**src/hw/rtl/scdf_pkg.sv**
```systemverilog
// scdf_pkg: shared types and constants of the serial command deframer
// holds the parse phase enum, register indexes, reset values and the result word
// no dependencies
`timescale 1ns / 1ps

package scdf_pkg;

   // parse phases of the deframer
   typedef enum logic [1:0] {
      PH_HDR1 = 2'd0,
      PH_HDR2 = 2'd1,
      PH_LEN  = 2'd2,
      PH_DATA = 2'd3
   } scdf_phase_type;

   // default command buffer depth in bytes
   localparam int unsigned BufferDepthDefault = 64;

   // control register indexes
   localparam int unsigned CsrIndexWidth = 2;
   localparam logic [CsrIndexWidth-1:0] CSR_FIRST_HEADER  = 2'd0;
   localparam logic [CsrIndexWidth-1:0] CSR_SECOND_HEADER = 2'd1;
   localparam logic [CsrIndexWidth-1:0] CSR_PASSTHROUGH   = 2'd2;

   // control register reset values
   localparam logic [7:0] FirstHeaderReset  = 8'd84;
   localparam logic [7:0] SecondHeaderReset = 8'd254;
   localparam logic [7:0] PassthroughReset  = 8'd17;

   // control register contents
   typedef struct packed {
      logic [7:0] first_header;
      logic [7:0] second_header;
      logic [7:0] passthrough_code;
   } scdf_cfg_type;

   // one result word
   typedef struct packed {
      logic       store_strobe;
      logic       store_buffer;
      logic [7:0] store_index;
      logic [7:0] store_data;
      logic       packet_end;
      logic       checksum_good;
      logic       command_ready;
      logic       ready_buffer;
   } scdf_result_type;

endpackage

```
**src/hw/rtl/scdf_if.sv**
```systemverilog
// scdf_if: valid/ready channels of the deframer
// request channel carries received bytes, response channel carries result words
// no dependencies
`timescale 1ns / 1ps

// received byte channel
interface scdf_req_if;
   logic       valid;
   logic       ready;
   logic [7:0] rx_byte;

   modport source (output valid, output rx_byte, input ready);
   modport sink   (input valid, input rx_byte, output ready);
endinterface

// result channel
interface scdf_rsp_if;
   logic       valid;
   logic       ready;
   logic       store_strobe;
   logic       store_buffer;
   logic [7:0] store_index;
   logic [7:0] store_data;
   logic       packet_end;
   logic       checksum_good;
   logic       command_ready;
   logic       ready_buffer;

   modport source (
      output valid, output store_strobe, output store_buffer, output store_index,
      output store_data, output packet_end, output checksum_good,
      output command_ready, output ready_buffer, input ready
   );
   modport sink (
      input valid, input store_strobe, input store_buffer, input store_index,
      input store_data, input packet_end, input checksum_good,
      input command_ready, input ready_buffer, output ready
   );
endinterface

```
**src/hw/rtl/serial_command_deframer_unit.sv**
```systemverilog
// serial_command_deframer_unit: top level of the serial command deframer
// an accepted byte's result word is registered and appears on rsp_ch in the next cycle
// throughput: one byte per cycle while rsp_ch is not stalled, set by the single result register stage
// reset: synchronous, clears parse state, buffer select and result valid,
//   and loads the header and passthrough registers with their defaults
`timescale 1ns / 1ps

module serial_command_deframer_unit
   import scdf_pkg::*;
#(
   parameter int unsigned BUFFER_DEPTH = BufferDepthDefault
) (
   input  logic                     clock,
   input  logic                     reset,
   scdf_req_if.sink                 req_ch,
   scdf_rsp_if.source               rsp_ch,
   input  logic                     csr_we,
   input  logic [CsrIndexWidth-1:0] csr_index,
   input  logic [7:0]               csr_wdata
);

   scdf_cfg_type    cfg;
   scdf_result_type result;
   logic            has_room;
   logic            take;

   // accept a word whenever the result register can take its result
   assign req_ch.ready = has_room;
   assign take         = req_ch.valid && has_room;

   // control registers
   scdf_csr u_csr (
      .clock     (clock),
      .reset     (reset),
      .csr_we    (csr_we),
      .csr_index (csr_index),
      .csr_wdata (csr_wdata),
      .cfg       (cfg)
   );

   // parse state and result logic
   scdf_parser #(
      .BUFFER_DEPTH (BUFFER_DEPTH)
   ) u_parser (
      .clock   (clock),
      .reset   (reset),
      .take    (take),
      .rx_byte (req_ch.rx_byte),
      .cfg     (cfg),
      .result  (result)
   );

   // result register
   scdf_rsp_reg u_rsp_reg (
      .clock    (clock),
      .reset    (reset),
      .load     (take),
      .result   (result),
      .has_room (has_room),
      .rsp_ch   (rsp_ch)
   );

endmodule

```
**src/hw/rtl/scdf_csr.sv**
```systemverilog
// scdf_csr: control registers of the deframer (header bytes, passthrough code)
// depends on scdf_pkg
`timescale 1ns / 1ps

module scdf_csr
   import scdf_pkg::*;
(
   input  logic                     clock,
   input  logic                     reset,
   input  logic                     csr_we,
   input  logic [CsrIndexWidth-1:0] csr_index,
   input  logic [7:0]               csr_wdata,
   output scdf_cfg_type             cfg
);

   scdf_cfg_type cfg_ff;
   scdf_cfg_type cfg_in;

   // register write decode, unknown indexes ignored
   always_comb begin
      cfg_in = cfg_ff;
      if (csr_we) begin
         unique case (csr_index)
            CSR_FIRST_HEADER:  cfg_in.first_header     = csr_wdata;
            CSR_SECOND_HEADER: cfg_in.second_header    = csr_wdata;
            CSR_PASSTHROUGH:   cfg_in.passthrough_code = csr_wdata;
            default:           cfg_in = cfg_ff;
         endcase
      end
   end

   always_ff @(posedge clock) begin
      if (reset) begin
         cfg_ff.first_header     <= FirstHeaderReset;
         cfg_ff.second_header    <= SecondHeaderReset;
         cfg_ff.passthrough_code <= PassthroughReset;
      end else begin
         cfg_ff <= cfg_in;
      end
   end

   assign cfg = cfg_ff;

endmodule

```
**src/hw/rtl/scdf_parser.sv**
```systemverilog
// scdf_parser: packet parse state and per-word result logic
// hunts headers, counts payload, sums checksum, flips ping-pong buffers
// depends on scdf_pkg
`timescale 1ns / 1ps

module scdf_parser
   import scdf_pkg::*;
#(
   parameter int unsigned BUFFER_DEPTH = BufferDepthDefault
) (
   input  logic            clock,
   input  logic            reset,
   input  logic            take,
   input  logic [7:0]      rx_byte,
   input  scdf_cfg_type    cfg,
   output scdf_result_type result
);

   localparam logic [7:0] DepthLimit = 8'(BUFFER_DEPTH);

   scdf_phase_type phase_ff, phase_in;
   logic [7:0]     length_ff, length_in;
   logic [7:0]     count_ff, count_in;
   logic [7:0]     sum_ff, sum_in;
   logic           pass_ff, pass_in;
   logic           fill_ff, fill_in;

   logic           data_last;
   logic           pass_now;

   // checksum byte reached when count + 1 covers the length
   assign data_last = ({1'b0, count_ff} + 9'd1) >= {1'b0, length_ff};
   // passthrough marker only at payload position zero
   assign pass_now  = pass_ff || (count_ff == 8'd0 && rx_byte == cfg.passthrough_code);

   // next phase
   always_comb begin
      phase_in = phase_ff;
      unique case (phase_ff)
         PH_HDR1: if (rx_byte == cfg.first_header) phase_in = PH_HDR2;
         PH_HDR2: phase_in = (rx_byte == cfg.second_header) ? PH_LEN : PH_HDR1;
         PH_LEN:  phase_in = (rx_byte == 8'd0) ? PH_HDR1 : PH_DATA;
         PH_DATA: if (data_last) phase_in = PH_HDR1;
         default: phase_in = PH_HDR1;
      endcase
   end

   // datapath updates and result word
   always_comb begin
      length_in = length_ff;
      count_in  = count_ff;
      sum_in    = sum_ff;
      pass_in   = pass_ff;
      fill_in   = fill_ff;
      result    = '0;
      unique case (phase_ff)
         PH_LEN: begin
            if (rx_byte != 8'd0) begin
               length_in = rx_byte;
               count_in  = 8'd0;
               sum_in    = 8'd0;
               pass_in   = 1'b0;
            end
         end
         PH_DATA: begin
            if (data_last) begin
               result.packet_end    = 1'b1;
               result.checksum_good = (sum_ff == rx_byte);
               result.command_ready = (sum_ff == rx_byte) && !pass_ff;
               result.ready_buffer  = (sum_ff == rx_byte) && !pass_ff && fill_ff;
               fill_in = !fill_ff;
               pass_in = 1'b0;
            end else begin
               pass_in = pass_now;
               if (!pass_now && count_ff < DepthLimit) begin
                  result.store_strobe = 1'b1;
                  result.store_buffer = fill_ff;
                  result.store_index  = count_ff;
                  result.store_data   = rx_byte;
               end
               sum_in   = sum_ff + rx_byte;
               count_in = count_ff + 8'd1;
            end
         end
         default: begin
            pass_in = pass_ff;
         end
      endcase
   end

   // parse state, updated on each accepted word
   always_ff @(posedge clock) begin
      if (reset) begin
         phase_ff  <= PH_HDR1;
         length_ff <= 8'd0;
         count_ff  <= 8'd0;
         sum_ff    <= 8'd0;
         pass_ff   <= 1'b0;
         fill_ff   <= 1'b0;
      end else if (take) begin
         phase_ff  <= phase_in;
         length_ff <= length_in;
         count_ff  <= count_in;
         sum_ff    <= sum_in;
         pass_ff   <= pass_in;
         fill_ff   <= fill_in;
      end
   end

endmodule

```
**src/hw/rtl/scdf_rsp_reg.sv**
```systemverilog
// scdf_rsp_reg: result register in front of the response channel
// takes a new word whenever empty or being drained in the same cycle
// depends on scdf_pkg and scdf_if
`timescale 1ns / 1ps

module scdf_rsp_reg
   import scdf_pkg::*;
(
   input  logic               clock,
   input  logic               reset,
   input  logic               load,
   input  scdf_result_type    result,
   output logic               has_room,
   scdf_rsp_if.source         rsp_ch
);

   logic            valid_ff, valid_in;
   scdf_result_type data_ff;

   // room when empty or the held word leaves this cycle
   assign has_room = !valid_ff || rsp_ch.ready;

   always_comb begin
      valid_in = valid_ff;
      if (load) begin
         valid_in = 1'b1;
      end else if (rsp_ch.ready) begin
         valid_in = 1'b0;
      end
   end

   always_ff @(posedge clock) begin
      if (reset) begin
         valid_ff <= 1'b0;
      end else begin
         valid_ff <= valid_in;
      end
   end

   // payload, no reset
   always_ff @(posedge clock) begin
      if (load) begin
         data_ff <= result;
      end
   end

   // drive the channel
   assign rsp_ch.valid         = valid_ff;
   assign rsp_ch.store_strobe  = data_ff.store_strobe;
   assign rsp_ch.store_buffer  = data_ff.store_buffer;
   assign rsp_ch.store_index   = data_ff.store_index;
   assign rsp_ch.store_data    = data_ff.store_data;
   assign rsp_ch.packet_end    = data_ff.packet_end;
   assign rsp_ch.checksum_good = data_ff.checksum_good;
   assign rsp_ch.command_ready = data_ff.command_ready;
   assign rsp_ch.ready_buffer  = data_ff.ready_buffer;

endmodule
```
**src/flat_wrapper.sv**
```systemverilog
// flat-port wrapper written by rule: the top's interface ports become plain ports
module serial_command_deframer_unit_flat import scdf_pkg::*;
#(
   parameter int unsigned BUFFER_DEPTH = BufferDepthDefault
)
  (clock, reset, csr_we, csr_index, csr_wdata, req_ch_valid, req_ch_rx_byte, req_ch_ready, rsp_ch_valid, rsp_ch_store_strobe, rsp_ch_store_buffer, rsp_ch_store_index, rsp_ch_store_data, rsp_ch_packet_end, rsp_ch_checksum_good, rsp_ch_command_ready, rsp_ch_ready_buffer, rsp_ch_ready);
  scdf_req_if req_ch_i ();
  scdf_rsp_if rsp_ch_i ();
  input  logic clock;
  input  logic reset;
  input  logic csr_we;
  input  logic [CsrIndexWidth-1:0] csr_index;
  input  logic [7:0] csr_wdata;
  input wire logic [$bits(req_ch_i.valid)-1:0] req_ch_valid;
  input wire logic [$bits(req_ch_i.rx_byte)-1:0] req_ch_rx_byte;
  output wire logic [$bits(req_ch_i.ready)-1:0] req_ch_ready;
  output wire logic [$bits(rsp_ch_i.valid)-1:0] rsp_ch_valid;
  output wire logic [$bits(rsp_ch_i.store_strobe)-1:0] rsp_ch_store_strobe;
  output wire logic [$bits(rsp_ch_i.store_buffer)-1:0] rsp_ch_store_buffer;
  output wire logic [$bits(rsp_ch_i.store_index)-1:0] rsp_ch_store_index;
  output wire logic [$bits(rsp_ch_i.store_data)-1:0] rsp_ch_store_data;
  output wire logic [$bits(rsp_ch_i.packet_end)-1:0] rsp_ch_packet_end;
  output wire logic [$bits(rsp_ch_i.checksum_good)-1:0] rsp_ch_checksum_good;
  output wire logic [$bits(rsp_ch_i.command_ready)-1:0] rsp_ch_command_ready;
  output wire logic [$bits(rsp_ch_i.ready_buffer)-1:0] rsp_ch_ready_buffer;
  input wire logic [$bits(rsp_ch_i.ready)-1:0] rsp_ch_ready;
  assign req_ch_i.valid = req_ch_valid;
  assign req_ch_i.rx_byte = req_ch_rx_byte;
  assign req_ch_ready = req_ch_i.ready;
  assign rsp_ch_valid = rsp_ch_i.valid;
  assign rsp_ch_store_strobe = rsp_ch_i.store_strobe;
  assign rsp_ch_store_buffer = rsp_ch_i.store_buffer;
  assign rsp_ch_store_index = rsp_ch_i.store_index;
  assign rsp_ch_store_data = rsp_ch_i.store_data;
  assign rsp_ch_packet_end = rsp_ch_i.packet_end;
  assign rsp_ch_checksum_good = rsp_ch_i.checksum_good;
  assign rsp_ch_command_ready = rsp_ch_i.command_ready;
  assign rsp_ch_ready_buffer = rsp_ch_i.ready_buffer;
  assign rsp_ch_i.ready = rsp_ch_ready;
  serial_command_deframer_unit #(.BUFFER_DEPTH(BUFFER_DEPTH)) u_core (.clock(clock), .reset(reset), .req_ch(req_ch_i), .rsp_ch(rsp_ch_i), .csr_we(csr_we), .csr_index(csr_index), .csr_wdata(csr_wdata));
endmodule
```
**config.mk**
```make
export PLATFORM = sky130hd
export DESIGN_NAME = serial_command_deframer_unit_flat
export DESIGN_NICKNAME = d
export VERILOG_FILES = /design/src/hw/rtl/scdf_pkg.sv /design/src/hw/rtl/scdf_if.sv /design/src/hw/rtl/serial_command_deframer_unit.sv /design/src/hw/rtl/scdf_csr.sv /design/src/hw/rtl/scdf_parser.sv /design/src/hw/rtl/scdf_rsp_reg.sv /design/src/flat_wrapper.sv
export SDC_FILE = /design/constraint.sdc
export NUM_CORES = 1
export LEC_CHECK = 0
export BUFFER_PORTS_ARGS = -buffer_cell sky130_fd_sc_hd__buf_4
export CAP_MARGIN = 20
export CORE_ASPECT_RATIO = 1.75
export CORE_MARGIN = 2
export CORE_UTILIZATION = 50
export DETAILED_ROUTE_END_ITERATION = 10
export PLACE_DENSITY = 0.7
export SKIP_CTS_REPAIR_TIMING = 1
export SLEW_MARGIN = 20
export SYNTH_ARGS = -nofsm -noshare
export SYNTH_HDL_FRONTEND = slang
export SYNTH_SLANG_ARGS = --single-unit
```
**constraint.sdc**
```tcl
create_clock -name clock -period 3.6 [get_ports clock]
set_input_delay 0.18 -clock clock [delete_from_list [all_inputs] [get_ports clock]]
set_output_delay 0.18 -clock clock [all_outputs]
set_load 0.02 [all_outputs]
```
# Yosys cells after proc, flatten, opt, wreduce, memory -nomap -nowiden
# Index checks and enable logic that the tools add are counted.
dict set report word_totals {
  wordCells 84
  regBits 75
  output_inout_bits 24
  in_bits 23
}
dict set report op_classes {
  add_sub_neg 3
  order_cmp 2
  n_bitwise 2
  eq_ne 13
  muxes 17
  n_reduce_logical 29
}
# cell n
set op_table {}
lappend op_table {{$eq 8x8->1} 4}
lappend op_table {{$pmux 8 s2} 2}
lappend op_table {{$mux 8} 3}
lappend op_table {{$mux 18} 1}
lappend op_table {{$logic_not 8->1} 2}
lappend op_table {{$reduce_and 3->1} 4}
lappend op_table {{$add 8x1->9 const B} 1}
lappend op_table {{$ge 9x8->1} 1}
lappend op_table {{$add 8x1->8 const B} 1}
lappend op_table {{$add 8x8->8} 1}
lappend op_table {{$lt 8x7->1 const B} 1}
lappend op_table {{$mux 2} 4}
lappend op_table {{$ne 2x2->1 const B} 4}
lappend op_table {{$pmux 2 s4} 1}
lappend op_table {{$reduce_and 2->1} 4}
lappend op_table {{$reduce_bool 8->1} 1}
lappend op_table {{$eq 2x2->1 const B} 3}
lappend op_table {{$logic_and 1x1->1} 5}
lappend op_table {{$eq 2x1->1 const B} 2}
lappend op_table {{$logic_not 1->1} 4}
lappend op_table {{$logic_not 2->1} 2}
lappend op_table {{$mux 1} 4}
lappend op_table {{$mux 4} 1}
lappend op_table {{$reduce_and 4->1} 1}
lappend op_table {{other kinds (6)} 9}

# Logic depth before layout (Yosys ltp)
dict set report logic_depth {
  word_depth 7
  mapped_depth 14
  depth_no_buf 11
}

# By module
# Synthesis repeated with hierarchy kept, for this count alone.
dict set report unflattened {
  cells_unflattened 403
  area_unflattened_um2 4002.6
}
# module cells_per_inst n_inst seq_area_each_um2 area_each_um2
set modules_own_cells {}
lappend modules_own_cells {scdf_parser 278 1 560.5 2299.7}
lappend modules_own_cells {scdf_csr 98 1 480.5 989.7}
lappend modules_own_cells {scdf_rsp_reg 26 1 680.7 706.9}
lappend modules_own_cells {serial_command_deframer_unit 1 1 0.0 6.3}

# Worst setup path after synthesis
# Ideal clock, no wire load.
dict set report synth_path {
  path_kind {register -> register}
  startpoint {register u_core.u_parser.count_ff[2]}
  endpoint {register u_core.u_parser.sum_ff[4]}
  path_slack_ns 0.575
  required_ns 3.530
  synth_period_minus_slack_ns 3.025
  arrival_time_ns 2.954
  n_path_buf 2
  path_stages_with_launch 14
  setup_time_ns 0.070
  cell_sequence {dfxtp_1 -> and3_1 -> and3_1 -> nand3_1 -> xnor2_1 -> ha_1 -> and3_1 -> a221o_1 -> a31o_1 -> buf_6 -> a21o_1 -> buf_6 -> or3_1 -> a21oi_1}
}
dict set report synth_between {
  elab_chain_cells 4
}
# element line
set synth_lines {}
lappend synth_lines {{from (decl)} scdf_parser.sv:23} ;# logic [7:0] count_ff, count_in;
lappend synth_lines {{from (signal assigned)} scdf_parser.sv:103} ;# count_ff <= count_in;
lappend synth_lines {{$add 8x1->9} scdf_parser.sv:32} ;# assign data_last = ({1'b0, count_ff} + 9'd1) >= {1'b0, length_ff};
lappend synth_lines {{$ge 9x8->1} scdf_parser.sv:32}
lappend synth_lines {{$ne 2x2->1 (no line)} n/a}
lappend synth_lines {{$reduce_and 4->1 (no line)} n/a}
lappend synth_lines {{to (signal assigned)} scdf_parser.sv:104} ;# sum_ff <= sum_in;
lappend synth_lines {{to (decl)} scdf_parser.sv:24} ;# logic [7:0] sum_ff, sum_in;
# Every way passes these cells.
# A chain may end at the register's enable or synchronous reset.

# Worst setup path in the final report
dict set report layout_path {
  startpoint {register u_core.u_parser.count_ff[2]}
  endpoint {register u_core.u_parser.sum_ff[6]}
}
# Same word-level chain as after synthesis.

==> report_table.html <==
<table>
<tr><th>Metric</th><th>Value</th></tr>
<tr><th colspan="2">Synthesis</th></tr>
<tr><td>Portion of the post-synthesis area used by sequential elements</td><td>45.2%</td></tr>
<tr><td>Leading cell type by number of instances after synthesis</td><td>dfxtp_1</td></tr>
<tr><td>Cell accounting for the most synthesized area</td><td>dfxtp_1</td></tr>
<tr><td>Cells taking the most area after synthesis</td><td>dfxtp_1, edfxtp_1, ha_1</td></tr>
<tr><td>Most used flip-flop cell after synthesis</td><td>dfxtp_1</td></tr>
<tr><td>Post-synthesis area per instance</td><td>9.57 um2</td></tr>
<tr><td>Post-synthesis cell count</td><td>398</td></tr>
<tr><td>Total standard cell area after synthesis</td><td>3810 um2</td></tr>
<tr><td>Number of flip-flops and latches in the synthesized netlist</td><td>75</td></tr>
<tr><td>Commonest cells in the synthesized netlist</td><td>dfxtp_1, nor2_1, nand2_1, edfxtp_1, xor2_1</td></tr>
<tr><td>Share of the synthesized area in the top cell type</td><td>27.8%</td></tr>
<tr><td>Share of async-settable or async-resettable flops after synthesis</td><td>0%</td></tr>
<tr><td>Count of unique library cells instantiated by Yosys</td><td>45</td></tr>
<tr><td>Number of flops mapped to enable cells by yosys</td><td>22</td></tr>
<tr><td>Synth warn</td><td>0</td></tr>
<tr><th colspan="2">Global routing</th></tr>
<tr><td>Via count of the first global-routing pass</td><td>2,716</td></tr>
<tr><td>First-pass GRT wire length</td><td>13,300 um</td></tr>
<tr><td>Pin count of the biggest net entering global routing</td><td>56</td></tr>
<tr><td>Initial antenna violation count</td><td>0</td></tr>
<tr><td>Congestion Overflow GR</td><td>0</td></tr>
<tr><td>Overall global routing resource usage</td><td>20.7%</td></tr>
<tr><th colspan="2">Final layout</th></tr>
<tr><td>Fillers</td><td>649</td></tr>
<tr><td>Sequential cell area</td><td>1720 um2</td></tr>
<tr><td>Final standard cell area without fillers</td><td>4550 um2</td></tr>
<tr><td>Synth-to-Final Area Change</td><td>19.5%</td></tr>
<tr><td>Number of antenna cells inserted</td><td>0</td></tr>
<tr><td>Final cell utilization of the core</td><td>61.0%</td></tr>
<tr><td>Multi-input combinational cell area</td><td>1930 um2</td></tr>
<tr><td>Layout cells sized above 1</td><td>15.7%</td></tr>
<tr><td>Total number of nets in the final design</td><td>475</td></tr>
<tr><th colspan="2">Worst setup path</th></tr>
<tr><td>Crit Path Max Fanout</td><td>14</td></tr>
<tr><td>Worst Setup Path Type</td><td>reg2reg</td></tr>
<tr><td>Crit. End Element</td><td>flop</td></tr>
<tr><td>Critical path startpoint category</td><td>flop</td></tr>
<tr><td>Worst reg2reg setup slack</td><td>0.25 ns</td></tr>
<tr><td>Data arrival time of the worst path</td><td>3.61 ns</td></tr>
<tr><td>Worst EP required</td><td>3.86 ns</td></tr>
<tr><th colspan="2">Routing</th></tr>
<tr><td>Vias per cell</td><td>5.57</td></tr>
<tr><td>Wirelength, routed</td><td>8240 um</td></tr>
<tr><td>Wire length per cell</td><td>15.6 um</td></tr>
<tr><td>Total iterations of the first detailed-routing run</td><td>5</td></tr>
<tr><td>1st-iter DRT viols</td><td>245</td></tr>
<tr><td>Vias post-DR</td><td>2,938</td></tr>
<tr><td># DRC</td><td>0</td></tr>
<tr><td>Final antenna-violating net count</td><td>0</td></tr>
<tr><th colspan="2">Floorplan</th></tr>
<tr><td>Number of I/O pins</td><td>47</td></tr>
<tr><td>Die ar.</td><td>8360 um2</td></tr>
<tr><td>Initial standard-cell utilization of the core</td><td>51.1%</td></tr>
<tr><td>Width of the chip</td><td>70.0 um</td></tr>
<tr><td>Number of placement rows</td><td>42</td></tr>
<tr><td>Height of the die</td><td>119 um</td></tr>
<tr><td>Core Box Area</td><td>7460 um2</td></tr>
<tr><th colspan="2">STA</th></tr>
<tr><td>Worst slew margin</td><td>45.9%</td></tr>
<tr><td>Final count of hold timing violations</td><td>0</td></tr>
<tr><td>Final slew viol count</td><td>0</td></tr>
<tr><td>Final setup skew</td><td>0.00890 ns</td></tr>
<tr><td>Time the final worst path needs with I/O delays and setup</td><td>3.35 ns</td></tr>
<tr><td>Transition time at the pin with the least slew margin</td><td>0.811 ns</td></tr>
<tr><td>Unrepaired setup endpoints after global routing</td><td>false</td></tr>
<tr><td>Final critical-path share of the clock period</td><td>93.0%</td></tr>
<tr><td>Final setup fails</td><td>0</td></tr>
<tr><td>Highest attainable clock frequency</td><td>299 MHz</td></tr>
<tr><td>Post-route setup TNS</td><td>0 ns</td></tr>
<tr><th colspan="2">Clock network</th></tr>
<tr><td>Number of buffers between clock root and the deepest sink</td><td>2</td></tr>
<tr><td>CTS Root Buffer Type</td><td>clkbuf_16</td></tr>
<tr><td>Clock tree from TritonCTS</td><td>yes</td></tr>
<tr><td>Clk sink count</td><td>75</td></tr>
<tr><td>Number of H-tree levels</td><td>3</td></tr>
<tr><td>Clock latency at the later pin of the worst-skew pair</td><td>0.34 ns</td></tr>
<tr><td>Number of CTS-inserted buffers</td><td>9</td></tr>
<tr><td>Clock Pin Slew Worst Setup and Hold Paths</td><td>0.06 ns</td></tr>
<tr><th colspan="2">Power and ir drop</th></tr>
<tr><td>Pwr Density</td><td>473 nW/um2</td></tr>
<tr><td>Total Power Consumption</td><td>2150 uW</td></tr>
<tr><td>IR drop worst, VDD</td><td>0.000326 V</td></tr>
<tr><td>Static leakage power</td><td>0.00187 uW</td></tr>
<tr><th colspan="2">Flow run</th></tr>
<tr><td>Total of max-cap violations</td><td>0</td></tr>
<tr><th colspan="2">Placement</th></tr>
<tr><td>Port bufs</td><td>46</td></tr>
<tr><td>Routability congestion estimate</td><td>0.838</td></tr>
<tr><td>Final HPWL from detailed placement</td><td>5800 um</td></tr>
<tr><td>Post-place instance area</td><td>4170 um2</td></tr>
<tr><th colspan="2">Min path</th></tr>
<tr><td>Tightest Hold Check Type</td><td>in2reg</td></tr>
<tr><th colspan="2">Outcome</th></tr>
<tr><td>Result of the run</td><td>completed</td></tr>
</table>
[stage by stage]
step           std cells  setup WS (ns)  hold WS (ns)
3_3_place_gp         511          0.305         0.414
2_1_floorplan        399          0.575         0.298
6_report             527          0.253        0.0754
4_1_cts              527          0.166        0.0694
5_1_grt              527         0.0190        0.0762
3_5_place_dp         511          0.183         0.419
[sequential cells by signal, indices dropped and copies added, names as in the netlist]
register,cells
u_core.u_rsp_reg.rsp_ch.checksum_good,1
u_core.u_parser.pass_ff,1
u_core.u_rsp_reg.rsp_ch.valid,1
u_core.u_parser.fill_ff,1
u_core.u_rsp_reg.rsp_ch.store_data,8
u_core.u_rsp_reg.rsp_ch.packet_end,1
u_core.u_rsp_reg.rsp_ch.command_ready,1
u_core.u_rsp_reg.rsp_ch.store_index,8
u_core.u_csr.cfg,24
u_core.u_parser.phase_ff,2
u_core.u_parser.sum_ff,8
u_core.u_rsp_reg.rsp_ch.ready_buffer,1
u_core.u_parser.count_ff,8
u_core.u_parser.length_ff,8
u_core.u_rsp_reg.rsp_ch.store_strobe,1
u_core.u_rsp_reg.rsp_ch.store_buffer,1
[path summary, 6_finish.rpt]
path	start	endpoint	cells past startpoint
setup / recovery	u_core.u_parser.count_ff[2]	u_core.u_parser.sum_ff[6]	11
hold / removal	csr_wdata[6]	u_core.u_csr.cfg[22]	2
setup reg to reg	u_core.u_parser.count_ff[2]	u_core.u_parser.sum_ff[6]	11
hold reg to reg	u_core.u_parser.sum_ff[3]	u_core.u_parser.sum_ff[3]	2
[area by class of cell]
type,count,area share (%)
Tap cell,88,2.42
Clock buffer,10,5.03
Clock inverter,6,3.02
Inverter,16,1.32
Multi-Input combinational cell,283,42.3
Timing Repair Buffer,49,8.08
Sequential cell,75,37.8
[where the power goes]
part | internal (uW) | switching, uW
Clock | 749 | 345
Combinational | 65.7 | 90.5
Sequential | 893 | 10.9
[kinds of logic after synthesis]
kind of cell / Yosys count / share of synthesized area, %
and+or+nand+nor: 151 / 21.0
DFF: 75 / 45.2
AOI/OAI and AO/OA: 56 / 9.39
buffers and inverters: 41 / 4.73
xor gates and xnor gates: 36 / 8.28
muxes: 20 / 5.25
adders and majority gates: 18 / 6.11
other: 1 / 0.0984
[layout by cell type (no fill, tap or decap), drive strengths merged, types with 3 or more instances in the layout]
| master | netlist | routed |
|---|---|---|
| nor3 | 11 | 11 |
| inv | 16 | 16 |
| nor2 | 38 | 38 |
| bufinv | 0 | 4 |
| or3 | 4 | 4 |
| buf | 6 | 49 |
| a21o | 4 | 4 |
| clkbuf | 19 | 10 |
| and3 | 5 | 5 |
| a22oi | 5 | 5 |
| dfxtp | 53 | 53 |
| xnor2 | 14 | 14 |
| or4 | 4 | 4 |
| o21ai | 11 | 11 |
| edfxtp | 22 | 22 |
| a211o | 6 | 6 |
| nor2b | 5 | 5 |
| nand3b | 15 | 15 |
| xor2 | 22 | 22 |
| nand2 | 29 | 29 |
| a21oi | 20 | 20 |
| and2 | 17 | 17 |
| mux2i | 20 | 20 |
| nand4 | 3 | 3 |
| ha | 17 | 17 |
| nor4 | 7 | 7 |
| nand3 | 6 | 6 |
[metal layers]
layer / wire, um / GRT usage (%) / vias to the layer above
met5: 0 / 0 / -
met4: 189 / 10.1 / 0
met3: 405 / 5.75 / 19
met2: 4320 / 35.8 / 95
met1: 3320 / 23.1 / 1372
li1: - / - / 1452
[worst max-delay path: stages, from the launching register on]
cell	delay (ns)
dfxtp_1	0.42
and3_2	0.26
and3_1	0.25
nand3_1	0.11
xnor2_1	0.21
ha_1	0.28
and3_1	0.19
a221o_1	0.32
a31o_1	0.32
a21o_4	0.32
or4_1	0.40
o211ai_1	0.17
(Power assumes the default switching activity.)
